**config.mk**
```make
export PLATFORM = sky130hd
export DESIGN_NAME = radix_digit_converter_unit
export DESIGN_NICKNAME = d
export VERILOG_FILES = /design/src/rtl/rdc_pkg.sv /design/src/rtl/radix_digit_converter_unit.sv /design/src/rtl/rdc_divider.sv
export SDC_FILE = /design/constraint.sdc
export NUM_CORES = 1
export LEC_CHECK = 0
export BUFFER_PORTS_ARGS = -buffer_cell sky130_fd_sc_hd__buf_2
export CAP_MARGIN = 20
export CORE_UTILIZATION = 45
export CTS_CLUSTER_DIAMETER = 50
export DETAILED_ROUTE_END_ITERATION = 7
export GPL_TIMING_DRIVEN = 0
export PLACE_DENSITY_LB_ADDON = 0.25
export SKIP_CTS_REPAIR_TIMING = 1
export SLEW_MARGIN = 10
export SYNTH_ARGS = -nofsm -noshare
export SYNTH_HDL_FRONTEND = slang
export SYNTH_SLANG_ARGS = --single-unit
```
**constraint.sdc**
```tcl
create_clock -name clk -period 4.4 [get_ports clk]
set_input_delay 0.88 -clock clk [delete_from_list [all_inputs] [get_ports clk]]
set_output_delay 0.88 -clock clk [all_outputs]
set_load 0.05 [all_outputs]
```
**src/rtl/rdc_pkg.sv**
```systemverilog
// shared types, constants and helpers for the radix digit converter
// no dependencies

package rdc_pkg;

    localparam int RADIX_W = 5;
    localparam int DIGIT_W = 4;
    localparam int CHAR_W  = 7;
    localparam int POS_W   = 5;

    localparam logic [RADIX_W-1:0] RADIX_MIN   = 5'd2;
    localparam logic [RADIX_W-1:0] RADIX_MAX   = 5'd16;
    localparam logic [RADIX_W-1:0] RADIX_RESET = 5'd10;

    localparam logic [CHAR_W-1:0] CHAR_ZERO  = 7'd48;
    localparam logic [CHAR_W-1:0] CHAR_ALPHA = 7'd97;
    localparam logic [DIGIT_W-1:0] DEC_LIMIT = 4'd10;

    typedef enum logic [1:0] {
        ST_IDLE,
        ST_DIV,
        ST_EMIT
    } state_t;

    // status from the divider to the sequencer
    typedef struct packed {
        logic               done;
        logic [DIGIT_W-1:0] rem;
    } div_stat_t;

    function automatic logic [CHAR_W-1:0] digit_to_char(input logic [DIGIT_W-1:0] d);
        logic [CHAR_W-1:0] ext;
        ext = {{(CHAR_W-DIGIT_W){1'b0}}, d};
        if (d < DEC_LIMIT)
            return CHAR_ZERO + ext;
        else
            return CHAR_ALPHA + ext - {{(CHAR_W-DIGIT_W){1'b0}}, DEC_LIMIT};
    endfunction

endpackage

```
**src/rtl/radix_digit_converter_unit.sv**
```systemverilog
// radix digit converter top level: sequencer, radix register, output register
// depends on rdc_pkg and rdc_divider
//
//  channel  | signals                                         | direction
//  ---------+-------------------------------------------------+----------
//  input    | in_valid, in_stall, value                       | in
//  output   | out_valid, out_stall, digit, digit_char,        | out
//           | position, last, empty_res, bad_base             |
//  config   | radix_we, radix_wdata                           | in
//
// each digit runs through the shared bit-serial divider and then waits in the pending
// register until it is handed to the output register; a bad radix or a zero input
// skips the divider and goes straight from idle to the emit state
// reset clears the sequencer, the output valid and sets radix to 10
// in_stall is high from acceptance until the last result of the item is loaded
// a stalled output holds the sequencer in the emit state

module radix_digit_converter_unit #(
    parameter int VALUE_BITS = 31
) (
    input  logic                              clk,
    input  logic                              rst_n,
    input  logic                              in_valid,
    output logic                              in_stall,
    input  logic [VALUE_BITS-1:0]             value,
    output logic                              out_valid,
    input  logic                              out_stall,
    output logic [rdc_pkg::DIGIT_W-1:0]       digit,
    output logic [rdc_pkg::CHAR_W-1:0]        digit_char,
    output logic [rdc_pkg::POS_W-1:0]         position,
    output logic                              last,
    output logic                              empty_res,
    output logic                              bad_base,
    input  logic                              radix_we,
    input  logic [rdc_pkg::RADIX_W-1:0]       radix_wdata
);
    import rdc_pkg::*;

    state_t state_reg, state_next;

    logic [RADIX_W-1:0]    radix_reg;
    logic [VALUE_BITS-1:0] quot_reg;
    logic [POS_W-1:0]      pos_reg;

    // pending result waiting for the output register
    logic [DIGIT_W-1:0]    pend_digit_reg;
    logic [CHAR_W-1:0]     pend_char_reg;
    logic [POS_W-1:0]      pend_pos_reg;
    logic                  pend_last_reg;
    logic                  pend_empty_reg;
    logic                  pend_bad_reg;

    logic                  out_valid_reg;
    logic [DIGIT_W-1:0]    out_digit_reg;
    logic [CHAR_W-1:0]     out_char_reg;
    logic [POS_W-1:0]      out_pos_reg;
    logic                  out_last_reg;
    logic                  out_empty_reg;
    logic                  out_bad_reg;

    logic                  accept;
    logic                  radix_ok;
    logic                  value_zero;
    logic                  out_free;
    logic                  load_out;
    logic                  div_start;
    logic [VALUE_BITS-1:0] div_dividend;
    logic [VALUE_BITS-1:0] div_quot;
    div_stat_t             div_stat;

    assign radix_ok   = (radix_reg inside {[RADIX_MIN:RADIX_MAX]});
    assign value_zero = (value == '0);
    assign out_free   = !out_valid_reg || !out_stall;

    // fsm outputs
    always_comb
    begin
        in_stall  = (state_reg != ST_IDLE);
        accept    = in_valid && (state_reg == ST_IDLE);
        load_out  = (state_reg == ST_EMIT) && out_free;
        div_start = (accept && radix_ok && !value_zero)
                 || (load_out && !pend_last_reg);
    end

    // fsm next state
    always_comb
    begin
        state_next = state_reg;
        case (state_reg)
            ST_IDLE:
            begin
                if (in_valid)
                    state_next = (radix_ok && !value_zero) ? ST_DIV : ST_EMIT;
            end
            ST_DIV:
            begin
                if (div_stat.done)
                    state_next = ST_EMIT;
            end
            ST_EMIT:
            begin
                if (out_free)
                    state_next = pend_last_reg ? ST_IDLE : ST_DIV;
            end
            default:
            begin
                state_next = ST_IDLE;
            end
        endcase
    end

    assign div_dividend = (state_reg == ST_IDLE) ? value : quot_reg;

    rdc_divider #(
        .VALUE_BITS (VALUE_BITS)
    ) u_div (
        .clk      (clk),
        .rst_n    (rst_n),
        .start    (div_start),
        .dividend (div_dividend),
        .divisor  (radix_reg),
        .quotient (div_quot),
        .stat     (div_stat)
    );

    always_ff @(posedge clk or negedge rst_n)
    begin
        if (!rst_n)
        begin
            state_reg     <= ST_IDLE;
            radix_reg     <= RADIX_RESET;
            out_valid_reg <= 1'b0;
        end
        else
        begin
            state_reg <= state_next;
            if (radix_we)
                radix_reg <= radix_wdata;
            if (load_out)
                out_valid_reg <= 1'b1;
            else if (!out_stall)
                out_valid_reg <= 1'b0;
        end
    end

    always_ff @(posedge clk)
    begin
        if (accept)
        begin
            pos_reg        <= '0;
            pend_digit_reg <= '0;
            pend_pos_reg   <= '0;
            pend_last_reg  <= 1'b1;
            pend_empty_reg <= radix_ok;
            pend_bad_reg   <= !radix_ok;
            pend_char_reg  <= radix_ok ? CHAR_ZERO : '0;
        end
        else if ((state_reg == ST_DIV) && div_stat.done)
        begin
            quot_reg       <= div_quot;
            pend_digit_reg <= div_stat.rem;
            pend_char_reg  <= digit_to_char(div_stat.rem);
            pend_pos_reg   <= pos_reg;
            pend_last_reg  <= (div_quot == '0);
            pend_empty_reg <= 1'b0;
            pend_bad_reg   <= 1'b0;
            pos_reg        <= pos_reg + 1'b1;
        end
        if (load_out)
        begin
            out_digit_reg <= pend_digit_reg;
            out_char_reg  <= pend_char_reg;
            out_pos_reg   <= pend_pos_reg;
            out_last_reg  <= pend_last_reg;
            out_empty_reg <= pend_empty_reg;
            out_bad_reg   <= pend_bad_reg;
        end
    end

    assign out_valid  = out_valid_reg;
    assign digit      = out_digit_reg;
    assign digit_char = out_char_reg;
    assign position   = out_pos_reg;
    assign last       = out_last_reg;
    assign empty_res  = out_empty_reg;
    assign bad_base   = out_bad_reg;

endmodule

```
**src/rtl/rdc_divider.sv**
```systemverilog
// bit-serial restoring divider: one quotient bit per cycle
// depends on rdc_pkg

module rdc_divider #(
    parameter int VALUE_BITS = 31
) (
    input  logic                             clk,
    input  logic                             rst_n,
    input  logic                             start,
    input  logic [VALUE_BITS-1:0]            dividend,
    input  logic [rdc_pkg::RADIX_W-1:0]      divisor,
    output logic [VALUE_BITS-1:0]            quotient,
    output rdc_pkg::div_stat_t               stat
);
    import rdc_pkg::*;

    localparam int CNT_W = (VALUE_BITS > 1) ? $clog2(VALUE_BITS) : 1;

    logic [VALUE_BITS-1:0] q_reg, q_next;
    logic [DIGIT_W-1:0]    r_reg, r_next;
    logic [RADIX_W-1:0]    d_reg, d_next;
    logic [CNT_W-1:0]      cnt_reg, cnt_next;
    logic                  run_reg, run_next;
    logic                  done_reg, done_next;
    logic [RADIX_W-1:0]    trial;
    logic [RADIX_W-1:0]    diff;
    logic                  ge;

    // partial remainder stays below divisor, so shifted value fits five bits
    assign trial = {r_reg, q_reg[VALUE_BITS-1]};
    assign ge    = (trial >= d_reg);
    assign diff  = trial - d_reg;

    always_comb
    begin
        q_next    = q_reg;
        r_next    = r_reg;
        d_next    = d_reg;
        cnt_next  = cnt_reg;
        run_next  = run_reg;
        done_next = 1'b0;
        if (start)
        begin
            q_next   = dividend;
            r_next   = '0;
            d_next   = divisor;
            cnt_next = CNT_W'(VALUE_BITS - 1);
            run_next = 1'b1;
        end
        else if (run_reg)
        begin
            q_next   = {q_reg[VALUE_BITS-2:0], ge};
            r_next   = ge ? diff[DIGIT_W-1:0] : trial[DIGIT_W-1:0];
            cnt_next = cnt_reg - 1'b1;
            if (cnt_reg == '0)
            begin
                run_next  = 1'b0;
                done_next = 1'b1;
            end
        end
    end

    always_ff @(posedge clk or negedge rst_n)
    begin
        if (!rst_n)
        begin
            run_reg  <= 1'b0;
            done_reg <= 1'b0;
            cnt_reg  <= '0;
        end
        else
        begin
            run_reg  <= run_next;
            done_reg <= done_next;
            cnt_reg  <= cnt_next;
        end
    end

    always_ff @(posedge clk)
    begin
        q_reg <= q_next;
        r_reg <= r_next;
        d_reg <= d_next;
    end

    assign quotient  = q_reg;
    assign stat.done = done_reg;
    assign stat.rem  = r_reg;

endmodule

```
Yosys cells after proc, flatten, opt, wreduce, memory -nomap -nowiden. Cells that the tools add are included. W data, S select, Z words.

Muxes and demuxes: 27. Magnitude comparators: 4. Eq/ne operators: 6. Reduce and logical (&&, ||, !) cells: 24. $add $sub $neg: 6. Bitwise gates (word level): 1.

Operators with widths (number): $mux W31 (3); $logic_not A31 Y1 (2); $mux W7 (3); $mux W1 (12); $mux W5 (2); $logic_and A1 B1 Y1 (8); $mux W2 (4); $add A6 B4 Y7 const A (1); $add A6 B5 Y7 const A (1); $sub A7 B4 Y7 const B (1); $mux W6 (1); $pmux W2 S3 (1); $reduce_bool A2 Y1 (3); $add A5 B1 Y5 const B (1); $ge A5 B2 Y1 const B (1); $ge A5 B5 Y1 (1); $le A5 B5 Y1 const B (1); $logic_not A1 Y1 (5); $logic_not A5 Y1 (1); $sub A5 B1 Y5 const B (1); $lt A4 B4 Y1 const B (1); $mux W4 (1); $ne A2 B1 Y1 const B (2); $ne A2 B2 Y1 const B (2); 8 further kinds (9).

Flip-flop bits (word level): 129. Output and inout port bits: 21. Word-level logic and storage cells: 91.

Longest topological paths before layout. Gate-level depths: netlist of the first run.

Word-level depth: 6. Depth in mapped cells: 8. Depth with buffers taken out: 8.

Cells and area by module. Synthesis of the first run repeated with hierarchy kept, for this count alone.

Cell total of the unflattened synthesis: 375. Area, all modules: 5447.7 µm².

By module, submodules not included: radix_digit_converter_unit (area each 3298.2 µm², instances 1, cells each 229); rdc_divider (area each 2149.6 µm², instances 1, cells each 146).

Worst setup path before layout of the first run. OpenSTA, ideal clock, no wires.

Path kind: input to register. Start: input out_stall. End: register u_div.q_reg[0] (netlist: u_div.quotient[0]) (enable). Stages: 5. Data arrival time: 3.299 ns. Required time: 4.007 ns. Path slack: 0.709 ns. Path buffers: 1. Cells stage by stage: a21oi_1 -> nand2b_1 -> nor2b_1 -> buf_4 -> nand2b_1.

Longest elaborated chain between the ends: 6.

RTL lines: start: declaration (RTL line radix_digit_converter_unit.sv:27) `input logic out_stall,`; $logic_not A1 Y1; $logic_or A1 B1 Y1 (RTL line radix_digit_converter_unit.sv:73) `assign out_free = !out_valid_reg || !out_stall;`; $logic_and A1 B1 Y1 (RTL line radix_digit_converter_unit.sv:80) `load_out = (state_reg == ST_EMIT) && out_free;`; $logic_and A1 B1 Y1 (RTL line radix_digit_converter_unit.sv:82) `|| (load_out && !pend_last_reg);`; $logic_or A1 B1 Y1 (RTL line radix_digit_converter_unit.sv:82); $reduce_bool A2 Y1 (no source line); end signal: assignment (RTL line rdc_divider.sv:81) `q_reg <= q_next;`; end: declaration (RTL line rdc_divider.sv:19) `logic [VALUE_BITS-1:0] q_reg, q_next;`.

Every way passes these cells. A chain may end at the register's enable or synchronous reset.

Final worst setup path of the first run.
Start: register state_reg[1]. End: output in_stall.

Longest elaborated chain between the ends: 1.

RTL lines: start: declaration (RTL line radix_digit_converter_unit.sv:39) `state_t state_reg, state_next;`; start signal: assignment (RTL line radix_digit_converter_unit.sv:136) `state_reg <= state_next;`; $reduce_bool A2 Y1 (RTL line radix_digit_converter_unit.sv:78) `in_stall = (state_reg != ST_IDLE);`; end: declaration (RTL line radix_digit_converter_unit.sv:24) `output logic in_stall,`.

Every way passes these cells.

==> reports/summary.txt, run 1 <==
Num CTS Buffers -> 17
worst slew pin tran -> 927.1 ps
delay-heaviest family, CP -> buffers and inverters
WP data required -> 3520 ps
RSZ-0062 raised after global routing -> false
register area share after synthesis -> 64.75%
vias after detailed routing -> 3590
pin count of the biggest net entering global routing -> 41
Buffers & Inverters on Critical Path -> 3
CTS tree -> yes
worst-path fanout max -> 10
die footprint -> 12840 µm²
Core Area -> 12060 µm²
Sink Count -> 129
Critical Path AT -> 2110 ps
Crit Path Category -> reg -> out
Avg WL per Cell -> 16.33 µm
Die Ht -> 113.3 µm
Tmin final -> 2990 ps
hold crit path type -> in -> async
Pwr Total -> 4.439 mW
drt total wl -> 11.14 mm
final setup fails -> 0
Final #Nets -> 551
Synth Net Count -> 469
vias in the first global route -> 3635
Yosys warning count -> 0
crit path cell chain -> nor2_2 -> buf_1 -> inv_1 -> buf_2
fin. max-slew vios -> 0
# H-tree levels -> 4
Critical-path top delay cell -> buf_1
gpl congestion -> 0.8293
most frequent cells in the layout -> edfxtp_1 (95), nand2_1 (68), buf_2 (66)
Mean Syn Cell Area -> 13.31 µm²
Syn Inst Count -> 419
mapped cell area -> 5577 µm²
Final Util -> 55.39%
pwr dens -> 664.4 nW/µm²
Vias/cell -> 5.264
initial antenna violation count -> 0
area delta synth->final -> 19.81%
Worst path max stage delay -> 660 ps
Worst slew margin -> 38.19%
first-pass GRT wire length -> 18.37 mm
n_diodes -> 0
Leak Pwr -> 2.644 nW
drt drc -> 0
placed insts -> 650
Initial Utilization -> 46.23%
initial drt markers -> 177
count of cell types in the netlist -> 47
DIE WIDTH -> 113.3 µm
synthesized flop and latch total -> 129
1st-pass router iterations -> 4
layout cell share with drive strength beyond 1 -> 27.82%
Final Hold Viols -> 0
Max Buffers Root-to-Sink -> 2
fmax -> 0.3345 GHz
hpwl dp -> 7.492 mm
clock root buffer -> clkbuf_16
Worst VDD drop -> 0.2615 mV
max cap viols -> 0
I/O Buffers -> 61
Final ANT Viol Nets -> 0
clock slew at reported path FFs -> 60 ps
clock skew -> 5.274 ps
CP endpoint kind -> output port
GRT overflow -> 0
Clock Latency Late Sink -> 420 ps
IO Count -> 62
Cell Rows -> 40
commonest non-fill, non-tap cell in the layout -> edfxtp_1
startpoint types -> flip-flop
GRT Overall Usage -> 19.18%
fin crit share -> 67.95%
fin cells -> 682
status -> complete, no violations
==> power by group <==
part | switching (mW) | internal, mW
clock network | 0.543 | 0.738
logic | 0.726 | 0.523
registers | 0.205 | 1.70
total | 1.47 | 2.96
==> Yosys cell counts, drive strengths merged <==
cell    instances  area, µm²
a211oi          8      72.57
a21o            2      15.01
a21oi          15      75.07
a22o            2      17.52
a31oi           2      12.51
and2            1      6.260
and4            2      17.52
buf            10      70.06
clkbuf         10      37.54
dfrtp          13      325.3
dfstp           2      52.55
dfxtp          19      380.4
edfxtp         95       2853
fa              1      20.02
ha              8      100.1
inv            16      60.05
mux2            6      71.31
mux2i          33      330.3
nand2          68      255.2
nand2b          5      31.28
nand3           2      10.01
nand3b          1      7.510
nand4           6      37.54
nor2           12      47.55
nor2b           2      12.51
nor3            7      35.03
nor4           14      87.58
nor4b           1      8.760
o211ai          1      7.510
o21a            1      7.510
o21ai           6      30.02
o21bai          1      7.510
o22ai          30      337.8
or2             2      12.51
or3             2      12.51
or4             2      15.01
xnor2           6      52.55
xor2            5      43.79
==> per-layer routing <==
layer  GRT usage, %  share of wire [%]  vias up
met1          24.75                 46     1748
met2          29.73                 47       89
met4          10.96                2.1        0
li1               -                  -     1734
met5              0                  0        -
met3          4.606                4.5       19
==> logic make-up (layout without fill, tap and decap cells) <==
| group | count (synthesis) | in the layout | share of synthesized area (%) |
|---|---|---|---|
| and+or+nand+nor | 127 | 127 | 10.70 |
| muxes | 39 | 39 | 7.202 |
| buffers and inverters | 36 | 131 | 3.006 |
| xor gates and xnor gates | 11 | 11 | 1.728 |
| adders and majority gates | 9 | 9 | 2.154 |
| DFF | 129 | 129 | 64.75 |
| AOI/OAI and AO/OA | 68 | 68 | 10.46 |
==> worst paths after layout <==
check                                      start  cells past startpoint  slack [ps]                end
worst max-delay path                state_reg[1]                      4        1410           in_stall
worst max register to register      radix_reg[3]                      7        2140  u_div.quotient[9]
max in group asynchronous                  rst_n                      1        3730       radix_reg[3]
worst min register to register  pend_char_reg[2]                      0         410      digit_char[2]
min in group clk                pend_char_reg[2]                      0         410      digit_char[2]
worst min-delay path                       rst_n                      1         370          out_valid
==> area by class of cell <==
cell class | count | area (µm²)
inverters | 16 | 60.06
well taps | 168 | 210.2
flip-flops and latches | 129 | 3611
clock inverters | 14 | 112.6
repair buffers | 63 | 336.6
multi-input cells | 254 | 1804
fillers | 1027 | 5380
clock buffers | 18 | 439.2
plain buffers | 20 | 107.6
==> worst reg2reg max path, stage by stage, from the launching register on <==
cell,delay (ps)
dfstp_2,380
nor3_1,240
mux2_4,370
a211oi_4,340
nor2b_1,110
buf_4,200
nand2b_2,100
buf_12,210
==> through the flow <==
step / TNS [ps] / setup WS, ps / area [µm²] / hold slack (ps)
6_report: 0 / 1410 / 6681 / 365.6
5_1_grt: 0 / 1277 / 6681 / 389.3
4_1_cts: 0 / 1371 / 6681 / 370.3
3_5_place_dp: 0 / 1594 / 6130 / 404.5
3_3_place_gp: -14570 / -470.6 / 6092 / 406.3
2_1_floorplan: 0 / 708.6 / 5577 / 400.3
(Power assumes the default switching activity.)
==> run 2, diff against run 1 <==
- clock period: 4.4 -> 2.9 ns (I/O delays scaled with it)
==> run 2 against run 1 <==
  * Clock-buffer cell count decreased by 1
  * Total power increased by 59%
  * Sequential power increased by 51%
  * Register-to-register slack got worse by 2000 ps
  * Sequential share of layout area decreased by 0.41 points
  * Utilization increased by 0.43 points
  * Critical endpoint unchanged
==> reports/summary.txt, run 2 (same netlist as run 1, synthesis figures left out) <==
Final ANT Viol Nets -> 0 (unchanged)
Worst slew margin -> 38.21% (about the same)
fmax -> 0.3687 GHz
clock root buffer -> clkbuf_16
Crit Path Category -> reg -> out
GRT overflow -> 0 (unchanged)
Num CTS Buffers -> 17 (unchanged)
Max Buffers Root-to-Sink -> 2 (unchanged)
Reg2Reg Depth -> 7 (unchanged)
Cell Rows -> 40 (unchanged)
startpoint types -> flip-flop
RSZ-0062 raised after global routing -> false
most frequent cells in the layout -> edfxtp_1 (95), nand2_1 (68), buf_2 (66)
Initial Utilization -> 46.23% (unchanged)
initial antenna violation count -> 0 (unchanged)
IO Count -> 62 (unchanged)
Tmin final -> 2712 ps
placed insts -> 648 (-0.31%)
drt total wl -> 11.40 mm (+2.4%)
Final #Nets -> 550 (-0.18%)
1st-pass router iterations -> 4 (unchanged)
first-pass GRT wire length -> 18.62 mm (+1.4%)
Vias/cell -> 5.355 (+1.7%)
Clock Latency Late Sink -> 410 ps (about the same)
initial drt markers -> 310 (+75%)
Leak Pwr -> 2.678 nW (+1.3%)
Worst R2R Start -> state_reg[0]
worst-path fanout max -> 10 (unchanged)
worst hold margin -> 76.55 ps (-289.1 ps)
pin count of the biggest net entering global routing -> 41 (unchanged)
Critical Path AT -> 2130 ps (+20 ps)
FF-to-FF setup slack -> 190 ps (-1950 ps)
drt drc -> 0 (unchanged)
hpwl dp -> 7.557 mm (+0.87%)
vias after detailed routing -> 3647 (+1.6%)
Avg WL per Cell -> 16.74 µm (+2.5%)
WP data required -> 2320 ps (-1200 ps)
Sink Count -> 129 (unchanged)
CTS tree -> yes
layout cell share with drive strength beyond 1 -> 27.68% (-0.14 points)
fin cells -> 681 (-0.15%)
R2R Path End -> u_div.quotient[5]
final setup fails -> 0 (unchanged)
vias in the first global route -> 3692 (+1.6%)
fin. max-slew vios -> 0 (unchanged)
DIE WIDTH -> 113.3 µm (unchanged)
Final Hold Viols -> 0 (unchanged)
max cap viols -> 0 (unchanged)
fin crit share -> 93.52%
area delta synth->final -> 20.73%
n_diodes -> 0 (unchanged)
gpl congestion -> 0.8147 (-1.8%)
commonest non-fill, non-tap cell in the layout -> edfxtp_1
GRT Overall Usage -> 19.10% (-0.072 points)
clock slew at reported path FFs -> 60 ps (about the same)
hold crit path type -> in -> async
Die Ht -> 113.3 µm (unchanged)
status -> complete, no violations
Worst VDD drop -> 0.4184 mV (+60%)
die footprint -> 12840 µm² (unchanged)
I/O Buffers -> 61 (unchanged)
worst slew pin tran -> 926.8 ps (-0.3181 ps)
# H-tree levels -> 4 (unchanged)
Pwr Total -> 7.037 mW (+59%)
clock skew -> 7.709 ps (+2.435 ps)
pwr dens -> 1045 nW/µm² (+57%)
Core Area -> 12060 µm² (unchanged)
CP endpoint kind -> output port
==> run 2: changes by cell type in the layout (fill, tap and decap cells not counted), sizes merged <==
cell,change
clkinv,-5
bufinv,+3
clkinvlp,-3
buf,-1
clkbuf,-1
inv,+6
==> run 2: worst max path at each step <==
stage	start	to	slack, ps
6_report	state_reg[1]	in_stall	190
3_3_place_gp	out_stall	u_div.quotient[18]	-400
4_1_cts	state_reg[0]	u_div.quotient[5]	-450
5_1_grt	state_reg[0]	u_div.quotient[16]	50
2_1_floorplan	out_valid	u_div.quotient[0]	240
3_5_place_dp	out_stall	u_div.quotient[9]	-520
==> run 2: final cells by class <==
cell class                 count  area, µm²
sequential                   129       3611
clock inverter                15      197.7
tap                          168      210.2
clock buffer                  17      425.4
buffer                        20      107.6
inverter                      16      60.06
timing repair buffer          62      316.6
fill                         989       5329
multi-input combinational    254       1804
==> run 2: power by group <==
group | total, mW | internal, mW | leakage, nW | switching, mW
sequential | 2.89 | 2.59 | 1.25 | 0.304
clock | 2.24 | 1.38 | 0.299 | 0.861
combinational | 1.91 | 0.783 | 1.12 | 1.12
==> run 2: through the flow <==
stage	utilization, %	setup TNS [ps]	area (µm²)	worst slack [ps]
finish	55.82	0	6733	187.9
detailed placement	50.56	-16270	6098	-523.3
global placement	50.56	-12420	6098	-401.1
CTS	55.73	-13930	6721	-452.2
floorplan	-	0	5583	242.6
global route	55.82	0	6733	50.91
==> run 2: critical path, cell delays in order, from the launching register on <==
cell and delay [ps]:
dfrtp_1 390, nor2_2 300, buf_1 680, inv_1 100
buf_2 240
==> run 2: metal layers <==
| metal | vias up | GRT usage [%] | part of all wire, % |
|---|---|---|---|
| met2 | 100 | 31.94 | 49 |
| met5 | - | 0 | 0 |
| met3 | 14 | 4.446 | 3.9 |
| li1 | 1728 | - | - |
| met4 | 0 | 6.491 | 1.0 |
| met1 | 1805 | 24.52 | 46 |
